===== src/sv/fccw_pkg.sv =====
package fccw_pkg;

  localparam int CLUSTER_W = 28;
  localparam int ADDR_W    = 32;
  localparam int WORD_W    = 32;
  localparam int BYTES_W   = 3;
  localparam int CFG_W     = 32;
  localparam int CFG_IDX_W = 3;

  // Stream packing
  localparam int S_TDATA_W = 64;
  localparam int M_TDATA_W = 96;

  // Queue between front and back
  localparam int QUEUE_DEPTH = 2;
  localparam int QPTR_W      = 1;
  localparam int QCNT_W      = 2;

  // Input kinds carried in tuser
  localparam logic OP_START    = 1'b0;
  localparam logic OP_RESPONSE = 1'b1;

  // FAT type codes; the unused code behaves as FAT12
  localparam logic [1:0] FAT_TYPE_12 = 2'd0;
  localparam logic [1:0] FAT_TYPE_16 = 2'd1;
  localparam logic [1:0] FAT_TYPE_32 = 2'd2;

  // Register indexes
  localparam logic [CFG_IDX_W-1:0] REG_FAT_TYPE          = 3'd0;
  localparam logic [CFG_IDX_W-1:0] REG_BYTES_PER_SECTOR  = 3'd1;
  localparam logic [CFG_IDX_W-1:0] REG_SECTORS_PER_CLUST = 3'd2;
  localparam logic [CFG_IDX_W-1:0] REG_RESERVED_SECTORS  = 3'd3;
  localparam logic [CFG_IDX_W-1:0] REG_DATA_START        = 3'd4;

  // Register reset values
  localparam logic [1:0]  RST_FAT_TYPE          = FAT_TYPE_32;
  localparam logic [12:0] RST_BYTES_PER_SECTOR  = 13'd512;
  localparam logic [7:0]  RST_SECTORS_PER_CLUST = 8'd1;
  localparam logic [15:0] RST_RESERVED_SECTORS  = 16'd32;
  localparam logic [31:0] RST_DATA_START        = 32'd0;
  localparam logic [31:0] RST_FAT_BASE          = 32'd16384;

  // Entry masks and bad-cluster thresholds
  localparam logic [CLUSTER_W-1:0] MASK_FAT12 = 28'h0000FFF;
  localparam logic [CLUSTER_W-1:0] MASK_FAT16 = 28'h000FFFF;
  localparam logic [CLUSTER_W-1:0] BAD_FAT32  = 28'hFFFFFF7;
  localparam logic [CLUSTER_W-1:0] BAD_FAT16  = 28'h000FFF7;
  localparam logic [CLUSTER_W-1:0] BAD_FAT12  = 28'h0000FF7;
  localparam logic [CLUSTER_W-1:0] MIN_CLUSTER = 28'd2;

  localparam logic [BYTES_W-1:0] ENTRY_BYTES_WIDE   = 3'd4;
  localparam logic [BYTES_W-1:0] ENTRY_BYTES_NARROW = 3'd2;

  // Configuration as seen by front and back
  typedef struct packed {
    logic [1:0]        fat_type;
    logic [ADDR_W-1:0] fat_base;
    logic [7:0]        sectors_per_cluster;
    logic [ADDR_W-1:0] data_start;
  } cfg_t;

  // One classified item waiting for address generation
  typedef struct packed {
    logic                 chain_end;
    logic [CLUSTER_W-1:0] cluster;
  } q_entry_t;

endpackage


===== src/sv/fccw_front.sv =====
module fccw_front (
  input  logic                         clk,
  input  logic                         rst,
  input  fccw_pkg::cfg_t               cfg,
  input  logic                         s_tvalid,
  output logic                         s_tready,
  input  logic [fccw_pkg::S_TDATA_W-1:0] s_tdata,  // start_cluster, fat_word
  input  logic                         s_tuser,    // op
  input  logic                         q_full,
  output logic                         q_push,
  output fccw_pkg::q_entry_t           q_entry
);
  import fccw_pkg::*;

  logic [CLUSTER_W-1:0] held_cluster;
  logic                 chain_active;

  logic [CLUSTER_W-1:0] start_cluster;
  logic [WORD_W-1:0]    fat_word;
  logic [CLUSTER_W-1:0] next_cluster;
  logic [CLUSTER_W-1:0] bad_value;
  logic                 next_ok;
  logic                 accept;

  assign start_cluster = s_tdata[CLUSTER_W-1:0];
  assign fat_word      = s_tdata[CLUSTER_W+WORD_W-1:CLUSTER_W];
  assign s_tready      = !q_full;
  assign accept        = s_tvalid && s_tready;

  // Extract the next cluster from the raw FAT word
  always_comb begin
    case (cfg.fat_type)
      FAT_TYPE_32: begin
        next_cluster = fat_word[CLUSTER_W-1:0];
        bad_value    = BAD_FAT32;
      end
      FAT_TYPE_16: begin
        next_cluster = fat_word[CLUSTER_W-1:0] & MASK_FAT16;
        bad_value    = BAD_FAT16;
      end
      default: begin
        // odd clusters sit in the upper 12 bits of the byte pair
        if (held_cluster[0]) begin
          next_cluster = {16'd0, fat_word[15:4]};
        end else begin
          next_cluster = fat_word[CLUSTER_W-1:0] & MASK_FAT12;
        end
        bad_value = BAD_FAT12;
      end
    endcase
  end

  assign next_ok = (next_cluster >= MIN_CLUSTER) && (next_cluster < bad_value);

  // Classify the item for the back end
  always_comb begin
    q_push  = accept;
    q_entry = '0;
    if (s_tuser == OP_START) begin
      q_entry.cluster = start_cluster;
    end else if (!chain_active) begin
      q_entry.chain_end = 1'b1;
    end else begin
      q_entry.cluster   = next_cluster;
      q_entry.chain_end = !next_ok;
    end
  end

  // Chain state
  always_ff @(posedge clk) begin
    if (rst) begin
      held_cluster <= '0;
      chain_active <= 1'b0;
    end else if (accept) begin
      if (s_tuser == OP_START) begin
        held_cluster <= start_cluster;
        chain_active <= 1'b1;
      end else if (chain_active) begin
        if (next_ok) begin
          held_cluster <= next_cluster;
        end else begin
          chain_active <= 1'b0;
        end
      end
    end
  end

endmodule


===== src/sv/fccw_queue.sv =====
module fccw_queue (
  input  logic               clk,
  input  logic               rst,
  input  logic               push,
  input  fccw_pkg::q_entry_t wr_entry,
  output logic               full,
  input  logic               pop,
  output logic               not_empty,
  output fccw_pkg::q_entry_t rd_entry
);
  import fccw_pkg::*;

  q_entry_t            slots [QUEUE_DEPTH];
  logic [QPTR_W-1:0]   wr_ptr;
  logic [QPTR_W-1:0]   rd_ptr;
  logic [QCNT_W-1:0]   count;
  logic                do_push;
  logic                do_pop;

  assign full      = (count == QCNT_W'(QUEUE_DEPTH));
  assign not_empty = (count != '0);
  assign do_push   = push && !full;
  assign do_pop    = pop && not_empty;
  assign rd_entry  = slots[rd_ptr];

  // Storage
  always_ff @(posedge clk) begin
    if (do_push) begin
      slots[wr_ptr] <= wr_entry;
    end
  end

  // Pointers and fill count
  always_ff @(posedge clk) begin
    if (rst) begin
      wr_ptr <= '0;
      rd_ptr <= '0;
      count  <= '0;
    end else begin
      if (do_push) begin
        wr_ptr <= wr_ptr + 1'b1;
      end
      if (do_pop) begin
        rd_ptr <= rd_ptr + 1'b1;
      end
      case ({do_push, do_pop})
        2'b10:   count <= count + 1'b1;
        2'b01:   count <= count - 1'b1;
        default: count <= count;
      endcase
    end
  end

endmodule


===== src/sv/fccw_back.sv =====
module fccw_back (
  input  logic                           clk,
  input  logic                           rst,
  input  fccw_pkg::cfg_t                 cfg,
  input  logic                           q_valid,
  input  fccw_pkg::q_entry_t             q_entry,
  output logic                           q_pop,
  output logic                           m_tvalid,
  input  logic                           m_tready,
  // current_cluster_out, fat_byte_address, entry_size, data_sector
  output logic [fccw_pkg::M_TDATA_W-1:0] m_tdata,
  output logic                           m_tlast   // chain_end
);
  import fccw_pkg::*;

  logic [ADDR_W-1:0]  c32;
  logic [ADDR_W-1:0]  entry_off;
  logic [BYTES_W-1:0] entry_bytes;
  logic [ADDR_W-1:0]  rel_cluster;
  logic [ADDR_W-1:0]  sector_prod;
  logic [ADDR_W-1:0]  fat_addr;
  logic [ADDR_W-1:0]  sector;

  logic [CLUSTER_W-1:0] out_cluster;
  logic [ADDR_W-1:0]    out_addr;
  logic [BYTES_W-1:0]   out_bytes;
  logic [ADDR_W-1:0]    out_sector;

  assign q_pop = q_valid && (!m_tvalid || m_tready);
  assign c32   = {{(ADDR_W-CLUSTER_W){1'b0}}, q_entry.cluster};

  // FAT entry offset and width
  always_comb begin
    case (cfg.fat_type)
      FAT_TYPE_32: begin
        entry_off   = {c32[ADDR_W-3:0], 2'b00};
        entry_bytes = ENTRY_BYTES_WIDE;
      end
      FAT_TYPE_16: begin
        entry_off   = {c32[ADDR_W-2:0], 1'b0};
        entry_bytes = ENTRY_BYTES_NARROW;
      end
      default: begin
        entry_off   = c32 + (c32 >> 1);
        entry_bytes = ENTRY_BYTES_NARROW;
      end
    endcase
  end

  // Addresses, wrapping at 32 bits
  assign fat_addr    = cfg.fat_base + entry_off;
  assign rel_cluster = c32 - ADDR_W'(2);
  assign sector_prod = rel_cluster * ADDR_W'(cfg.sectors_per_cluster);
  assign sector      = sector_prod + cfg.data_start;

  // Output register
  always_ff @(posedge clk) begin
    if (rst) begin
      m_tvalid <= 1'b0;
    end else if (q_pop) begin
      m_tvalid <= 1'b1;
    end else if (m_tready) begin
      m_tvalid <= 1'b0;
    end
  end

  always_ff @(posedge clk) begin
    if (q_pop) begin
      out_cluster <= q_entry.cluster;
      m_tlast     <= q_entry.chain_end;
      if (q_entry.chain_end) begin
        out_addr   <= '0;
        out_bytes  <= '0;
        out_sector <= '0;
      end else begin
        out_addr   <= fat_addr;
        out_bytes  <= entry_bytes;
        out_sector <= sector;
      end
    end
  end

  assign m_tdata = {1'b0, out_sector, out_bytes, out_addr, out_cluster};

endmodule


===== src/sv/fat_cluster_chain_walker_core.sv =====
// FAT cluster chain walker. A start item (tuser 0) loads a first cluster and
// answers with that cluster's FAT entry byte address and width and its first
// data sector; a response item (tuser 1) carries the FAT word read from that
// address, and the block answers with the next cluster's addresses or, at a
// free, reserved, bad or end-of-chain value, with tlast set and the address
// fields zero. Exactly one result per item. The block takes one item per
// cycle while the queue is not full; an accepted item passes through the
// queue and then the output register. The front resolves the next cluster
// against the held one in the accept cycle, a two-entry queue decouples it
// from the back, whose multiply of cluster by sectors per cluster sets the
// back's path, and an output register holds the result while the sink
// stalls. Registers must be written through cfg_we while the block is idle;
// the block does not enforce this. The FAT base (reserved sectors times
// bytes per sector) is registered from them. No clearing pass after reset.
module fat_cluster_chain_walker_core (
  input  logic                           clk,
  input  logic                           rst,
  input  logic                           cfg_we,
  input  logic [fccw_pkg::CFG_IDX_W-1:0] cfg_index,
  input  logic [fccw_pkg::CFG_W-1:0]     cfg_data,
  input  logic                           s_tvalid,
  output logic                           s_tready,
  input  logic [fccw_pkg::S_TDATA_W-1:0] s_tdata,  // start_cluster, fat_word
  input  logic                           s_tuser,  // op
  output logic                           m_tvalid,
  input  logic                           m_tready,
  // current_cluster_out, fat_byte_address, entry_size, data_sector
  output logic [fccw_pkg::M_TDATA_W-1:0] m_tdata,
  output logic                           m_tlast   // chain_end
);
  import fccw_pkg::*;

  logic [1:0]  fat_type;
  logic [12:0] bytes_per_sector;
  logic [7:0]  sectors_per_cluster;
  logic [15:0] reserved_sectors;
  logic [31:0] data_start;
  logic [31:0] fat_base;
  logic [28:0] base_prod;

  cfg_t     cfg;
  logic     q_full;
  logic     q_push;
  q_entry_t q_wr;
  logic     q_pop;
  logic     q_valid;
  q_entry_t q_rd;

  // Configuration registers
  always_ff @(posedge clk) begin
    if (rst) begin
      fat_type            <= RST_FAT_TYPE;
      bytes_per_sector    <= RST_BYTES_PER_SECTOR;
      sectors_per_cluster <= RST_SECTORS_PER_CLUST;
      reserved_sectors    <= RST_RESERVED_SECTORS;
      data_start          <= RST_DATA_START;
    end else if (cfg_we) begin
      case (cfg_index)
        REG_FAT_TYPE:          fat_type            <= cfg_data[1:0];
        REG_BYTES_PER_SECTOR:  bytes_per_sector    <= cfg_data[12:0];
        REG_SECTORS_PER_CLUST: sectors_per_cluster <= cfg_data[7:0];
        REG_RESERVED_SECTORS:  reserved_sectors    <= cfg_data[15:0];
        REG_DATA_START:        data_start          <= cfg_data;
        default: ;
      endcase
    end
  end

  // FAT base byte offset, recomputed every cycle
  assign base_prod = 29'(reserved_sectors) * 29'(bytes_per_sector);

  always_ff @(posedge clk) begin
    if (rst) begin
      fat_base <= RST_FAT_BASE;
    end else begin
      fat_base <= {3'b000, base_prod};
    end
  end

  assign cfg.fat_type            = fat_type;
  assign cfg.fat_base            = fat_base;
  assign cfg.sectors_per_cluster = sectors_per_cluster;
  assign cfg.data_start          = data_start;

  fccw_front u_front (
    .clk      (clk),
    .rst      (rst),
    .cfg      (cfg),
    .s_tvalid (s_tvalid),
    .s_tready (s_tready),
    .s_tdata  (s_tdata),
    .s_tuser  (s_tuser),
    .q_full   (q_full),
    .q_push   (q_push),
    .q_entry  (q_wr)
  );

  fccw_queue u_queue (
    .clk       (clk),
    .rst       (rst),
    .push      (q_push),
    .wr_entry  (q_wr),
    .full      (q_full),
    .pop       (q_pop),
    .not_empty (q_valid),
    .rd_entry  (q_rd)
  );

  fccw_back u_back (
    .clk      (clk),
    .rst      (rst),
    .cfg      (cfg),
    .q_valid  (q_valid),
    .q_entry  (q_rd),
    .q_pop    (q_pop),
    .m_tvalid (m_tvalid),
    .m_tready (m_tready),
    .m_tdata  (m_tdata),
    .m_tlast  (m_tlast)
  );

endmodule


===== config.mk =====
export PLATFORM = sky130hd
export DESIGN_NAME = fat_cluster_chain_walker_core
export DESIGN_NICKNAME = d
export VERILOG_FILES = /design/src/sv/fccw_pkg.sv /design/src/sv/fccw_front.sv /design/src/sv/fccw_queue.sv /design/src/sv/fccw_back.sv /design/src/sv/fat_cluster_chain_walker_core.sv
export SDC_FILE = /design/constraint.sdc
export NUM_CORES = 2
export LEC_CHECK = 0
export BUFFER_PORTS_ARGS = -buffer_cell sky130_fd_sc_hd__buf_2
export CAP_MARGIN = 15
export CORE_MARGIN = 1
export CORE_UTILIZATION = 50
export CTS_CLUSTER_SIZE = 30
export DETAILED_ROUTE_END_ITERATION = 6
export MAX_ROUTING_LAYER = met4
export PLACE_DENSITY_LB_ADDON = 0.3
export SYNTH_ARGS = -nofsm -noshare
export SYNTH_HDL_FRONTEND = slang
export SYNTH_SLANG_ARGS = --single-unit

===== constraint.sdc =====
create_clock -name clk -period 17.7 [get_ports clk]
set_input_delay 4.425 -clock clk [delete_from_list [all_inputs] [get_ports clk]]
set_output_delay 4.425 -clock clk [all_outputs]
set_load 0.05 [all_outputs]

# Yosys cells after proc, flatten, opt, wreduce, memory -nomap -nowiden
# Memories as Yosys holds them, arrays and structs flattened. A register that Yosys moved wholly into a read port is not among the register bits.
# Index checks and enable logic that the tools add are counted.
totals:
  wordCells: 83
  latchBits: 0
  out_inout_bits: 99
  mem_bits_rw: 58
  input_bits: 105
  rom_bits: 0
  n_memories: 1
  regBits: 206
memory_table:
  columns: ["name", "depth", "width", "read_ports", "rd_clocked_by_memory_dff", "wr", "line_no", "source"]
  rows:
  - ["u_queue.slots", 2, 29, 1, 1, 1, "fccw_queue.sv:13", "q_entry_t slots [QUEUE_DEPTH];"]
classes:
  magnitude_cmp: 2
  mux: 22
  n_reduce_logical: 19
  bitwise_logic: 0
  div: 0
  shifts: 0
  n_eq_ne: 11
  n_addsub: 8
  multipliers: 2
ops:
  columns: ["cell", "count"]
  rows:
  - ["$pmux 28 s2", 2]
  - ["$add 32x32->32", 2]
  - ["$pmux 32 s2", 1]
  - ["$mux 28", 2]
  - ["$mul 32x8->32", 1]
  - ["$add 28x27->29", 1]
  - ["$mul 16x13->29", 1]
  - ["$sub 28x2->29 const B", 1]
  - ["$ge 28x2->1 const B", 1]
  - ["$lt 28x28->1", 1]
  - ["$mux 1", 14]
  - ["$mux 12", 1]
  - ["$reduce_and 2->1", 5]
  - ["$eq 2x2->1 const B", 3]
  - ["$eq 3x2->1 const B", 2]
  - ["$reduce_bool 2->1", 3]
  - ["$logic_and 1x1->1", 5]
  - ["$eq 2x1->1 const B", 2]
  - ["$ne 2x1->1 const B", 2]
  - ["$pmux 2 s2", 1]
  - ["$eq 3x1->1 const B", 1]
  - ["$eq 3x3->1 const B", 1]
  - ["$logic_not 1->1", 3]
  - ["$logic_not 3->1", 1]
  - ["other kinds (6)", 7]

# Longest topological paths before layout
depth:
  word_depth: 7
  depth_mapped: 33
  ltp_nobuf: 31

# Cells and area by module
# From an unflattened synthesis, not the netlist that was laid out.
unflattened:
  cells_unflattened: 3064
  area_unflattened_um2: 28352.2
modules_own_cells:
  columns: ["mod", "seq_area_each_um2", "area_each_um2", "n_inst", "cells_each"]
  rows:
  - ["fccw_back", 2872.8, 14946.8, 1, 1605]
  - ["fat_cluster_chain_walker_core", 2001.9, 10087.2, 1, 1191]
  - ["fccw_queue", 1841.8, 2312.2, 1, 116]
  - ["fccw_front", 40.0, 1006.0, 1, 152]

# Worst setup path after synthesis
# Ideal clock, no wire load.
synth_timing:
  path_type: "input to register"
  from: "input m_tready"
  to: "register u_queue.count[1]"
  slack_ps: 9848
  setup_ps: 70
  n_path_buf: 0
  t_arrival_ps: 7781
  path_stages: 5
  required_time_ps: 17630
  cell_sequence: "nand2b_1 -> o21a_1 -> ha_1 -> or3_1 -> a21oi_1"
synth_via:
  elab_chain_cells: 5
  word_cells_on_any_way: 7
  classes_between: "eq/ne: 2; mux: 1; reduce/logical: 4"
synth_lines:
  columns: ["element", "line_no", "source"]
  rows:
  - ["from (decl)", "fat_cluster_chain_walker_core.sv:26", "input logic m_tready,"]
  - ["$logic_or 1x1->1 *", "fccw_back.sv:29", "assign q_pop = q_valid && (!m_tvalid || m_tready);"]
  - ["$logic_and 1x1->1 *", "fccw_back.sv:29", null]
  - ["net q_pop", "fat_cluster_chain_walker_core.sv:45", "logic q_pop;"]
  - ["$logic_and 1x1->1 *", "fccw_queue.sv:23", "assign do_pop = pop && not_empty;"]
  - ["$eq 2x1->1 / $eq 2x2->1 (equally long branches)", "fccw_queue.sv:46", "case ({do_push, do_pop})"]
  - ["$pmux 2 s2 / $reduce_bool 2->1 (equally long branches)", null, null]
  - ["to (signal assigned)", "fccw_queue.sv:47", "2'b10: count <= count + 1'b1;"]
  - ["to (signal assigned)", "fccw_queue.sv:48", "2'b01: count <= count - 1'b1;"]
  - ["to (signal assigned)", "fccw_queue.sv:49", "default: count <= count;"]
  - ["to (decl)", "fccw_queue.sv:16", "logic [QCNT_W-1:0] count;"]
# Mark *: on every way through the listed nets, which the timed path passes. The rest lies on a longest branch.
# A chain may end at the register's enable or synchronous reset.

==> run_results.csv <==
group,metric,value,unit
grt,grt_pass1_vias,22000,
grt,gr-total-overflow,0,
layout,final_layout_size_suffix_gt1_share,9.61,%
logic_synthesis,syn_area_per_cell,9.15,µm²
critical_path,crit_slowest_cell,"xnor2_1",
clock_tree,cts_hold_buf,0,
route,route.detailed.drc,0,
logic_synthesis,synthDistinctLibCells,73,
clock_tree,numCtsBuffers,29,
placement,portBuffers,192,
sta,maxSlewViolCount,0,
die,io_pins,204,
pwr,peakVddDrop,141,µV
route,vias_per_cell,5.42,
grt,grt_pass1_wl,113,mm
logic_synthesis,yosysMostFrequentCell,"inv_1",
critical_path,crit_type,"reg2reg",
critical_path,worstPathMaxFanout,29,
logic_synthesis,synth_compound_area_share,10.3,%
placement,routabilityCongestion,0.903,
clock_tree,cts_sinks,260,
pwr,power,3.90,mW
logic_synthesis,synthAdderAreaFrac,35.0,%
route,dr.first_iter.drc_count,1569,
logic_synthesis,synth_largest_area_cell,"fa_1",
logic_synthesis,synthSimpleGateAreaFrac,16.7,%
layout,areaGrowthSynthToFinish,9.17,%
logic_synthesis,ys.flop_type,"edfxtp_1",
pwr,p_leak,14.6,nW
clock_tree,htree_num_levels,1,
logic_synthesis,yosys_warnings,0,
logic_synthesis,synth-edff-count,152,
critical_path,r2r_end,"u_back.out_sector[31]$_SDFFCE_PP0P_",
clock_tree,clk_pin_slew,0.06,ns
logic_synthesis,yosys-mux-area-fraction,1.66,%
route,drtAntennaViolNets,0,
logic_synthesis,ys_seq_elements,260,
die,rows,86,
route,wl_per_cell,17.8,µm
logic_synthesis,synth_xor_area_share,4.00,%
sta,worstMarginPinSlew,1.18,ns
die,dieHeight,238,µm
critical_path,worstPathArrival,8.75,ns
sta,hold_violations,0,
sta,grt_setup_unrepaired,"false",
logic_synthesis,synthCells,3055,
sta,max_freq,0.119,GHz
die,initial_utilization,50.6,%
logic_synthesis,seq_area_frac_synth,24.1,%
logic_synthesis,synth_commonest_cells,"inv_1 (483), nand2_1 (437), fa_1 (342)",
critical_path,cp-endpoint,"u_back.out_sector[31]$_SDFFCE_PP0P_",
layout,multi_input_area,19000,µm²
critical_path,critPathLaunchType,"flip-flop",
clock_tree,clock_latency,0.60,ns
grt,grt_max_degree,88,
layout,num-nets-final,3852,
sta,period_minus_slack,8.41,ns
clock_tree,cts_post_setup_buffers_inserted,0,
logic_synthesis,synth_top_area_share,24.5,%
grt,track_usage,25.9,%
die,die_area,56800,µm²
clock_tree,clock_path_buffers,3,
pwr,p_per_area,128,nW/µm²
logic_synthesis,synth_top_family_by_area,"adder cells",
die,core,55200,µm²
flow_run,maxCapViolCount,0,
route,vias,21400,
route,wl,70.0,mm
sta,finalSetupViolations,0,
placement,pre_cts_ws,9.33,ns
logic_synthesis,synthTopCellsByArea,"fa_1 (24%), edfxtp_1 (16%), ha_1 (10%)",
clock_tree,cts_root_buf,"clkbuf_16",
sta,relSlewSlack,21.6,%
sta,period_share,47.5,%
hold_path,hold_path_class,"reg2reg",
logic_synthesis,ys_async_sr_fraction,0,%
critical_path,end_kind,"flip-flop",
route,dr.pass1.iters,5,
grt,antenna_found_initial,2,
logic_synthesis,syn-cell-area,27900,µm²
placement,dp_hpwl,55.3,mm
critical_path,r2r_slack,9.29,ns
sta,worst_slack,9.29,ns
status,status,"finished clean",
layout,seq_area,6730,µm²
critical_path,critPathMostFrequentCell,"inv_1",
sta,finalSetupTns,0,ns
critical_path,rr_worst_depth,30,
critical_path,critPathMaxStageDelay,0.59,ns
sta,skew,0.0282,ns
critical_path,worst_ep_required_time,18.04,ns
clock_tree,cts_tree,"done",
layout,fill_cells,4962,
die,die_x,238,µm
clock_tree,ctsResizeCount,0,
==> state kept, by name (all words and copies together), names as in the netlist, named ones only <==
signal                cells
u_queue.slots            58
data_start               32
u_back.out_sector        32
u_back.out_addr          31
fat_base                 29
u_back.out_cluster       28
reserved_sectors         16
bytes_per_sector         13
sectors_per_cluster       8
fat_type                  2
u_back.out_bytes          2
u_queue.count             2
u_back.m_tlast            1
u_back.m_tvalid           1
u_front.chain_active      1
u_front.held_cluster      1
u_queue.rd_ptr            1
u_queue.wr_ptr            1
==> kinds of logic (layout without fill, tap and decap cells) <==
| kind of cell | Yosys count | after routing |
|---|---|---|
| simple gates | 994 | 994 |
| buf+inv | 607 | 743 |
| fa+ha+maj | 576 | 576 |
| compound gates | 449 | 449 |
| flops | 260 | 260 |
| xor+xnor | 126 | 126 |
| mux | 42 | 42 |
| other cells | 1 | 5 |
==> routing by layer <==
metal	share of wire (%)	track usage, %	up-vias
li1	-	-	10000
met1	44	35.0	10500
met2	47	41.4	689
met3	6.2	2.94	122
met4	2.2	6.93	0
met5	0	-	-
==> worst max-delay path: cells and delay by family (launching register included) <==
family          cells  cell delay [ns]
mux                 1             0.51
compound gates      9             2.25
buf+inv             7             0.83
fa+ha+maj           6             2.62
simple gates        4             0.61
flops               1             0.31
xor+xnor            3             0.98
==> placed cells by master, fill, tap and decap left out, types with 7 or more instances in the layout <==
master	count
o31ai_1	7
buf_4	15
clkbuf_16	30
o22ai_1	17
fa_1	342
a211oi_1	7
nor2b_1	28
nor2_1	160
nor3_1	30
nand2b_1	28
and2_1	232
o211ai_1	7
dfxtp_1	108
nand2_1	437
a21oi_1	174
inv_1	483
a21o_1	35
mux2_2	35
o21bai_1	15
buf_2	191
nand3_1	20
o21ai_0	66
a21boi_0	7
nand4_1	15
ha_1	233
xnor2_1	80
a221oi_1	27
xor2_1	45
a31oi_1	9
o21a_1	19
and3_1	16
a22oi_1	14
edfxtp_1	152
nor4_1	7
==> worst min-delay path by stage <==
stage                                 from                           to  slack [ns]  depth (start not counted)
6_report        data_start[4]$_SDFFE_PP0P_   data_start[4]$_SDFFE_PP0P_        0.45                          2
5_1_grt        data_start[11]$_SDFFE_PP0P_  data_start[11]$_SDFFE_PP0P_        0.47                          2
4_1_cts         data_start[4]$_SDFFE_PP0P_   data_start[4]$_SDFFE_PP0P_        0.46                          2
3_5_place_dp    data_start[4]$_SDFFE_PP0P_   data_start[4]$_SDFFE_PP0P_        0.45                          2
3_3_place_gp   data_start[16]$_SDFFE_PP0P_  data_start[16]$_SDFFE_PP0P_        0.45                          2
2_1_floorplan  data_start[10]$_SDFFE_PP0P_  data_start[10]$_SDFFE_PP0P_        0.44                          2
==> through the flow <==
step / instances / util [%] / hold slack (ns) / cell area [µm²]
after floorplan: 3057 / - / 0.436 / 28000
after global placement: 3888 / 53.4 / 0.446 / 29500
after detailed placement: 3888 / 53.4 / 0.448 / 29500
after CTS: 3941 / 55.3 / 0.456 / 30500
after global routing: 3943 / 55.3 / 0.474 / 30500
final: 3943 / 55.3 / 0.454 / 30500
==> final cells by class <==
cell class              count  area share, %
diodes                      2         0.0164
clock buffers              38           2.64
clock inverters            15          0.652
inverters                 484           5.95
multi-input cells        2190           62.1
flip-flops and latches    260           22.0
well taps                 748           3.07
repair buffers            206           3.50
==> power by group <==
part           switching (mW)  total (mW)  internal, mW
logic                    1.60        2.36         0.756
clock network           0.259       0.639         0.380
registers              0.0527       0.902         0.850
total                    1.91        3.90          1.99
No activity file was read; power rests on OpenSTA's default activity.
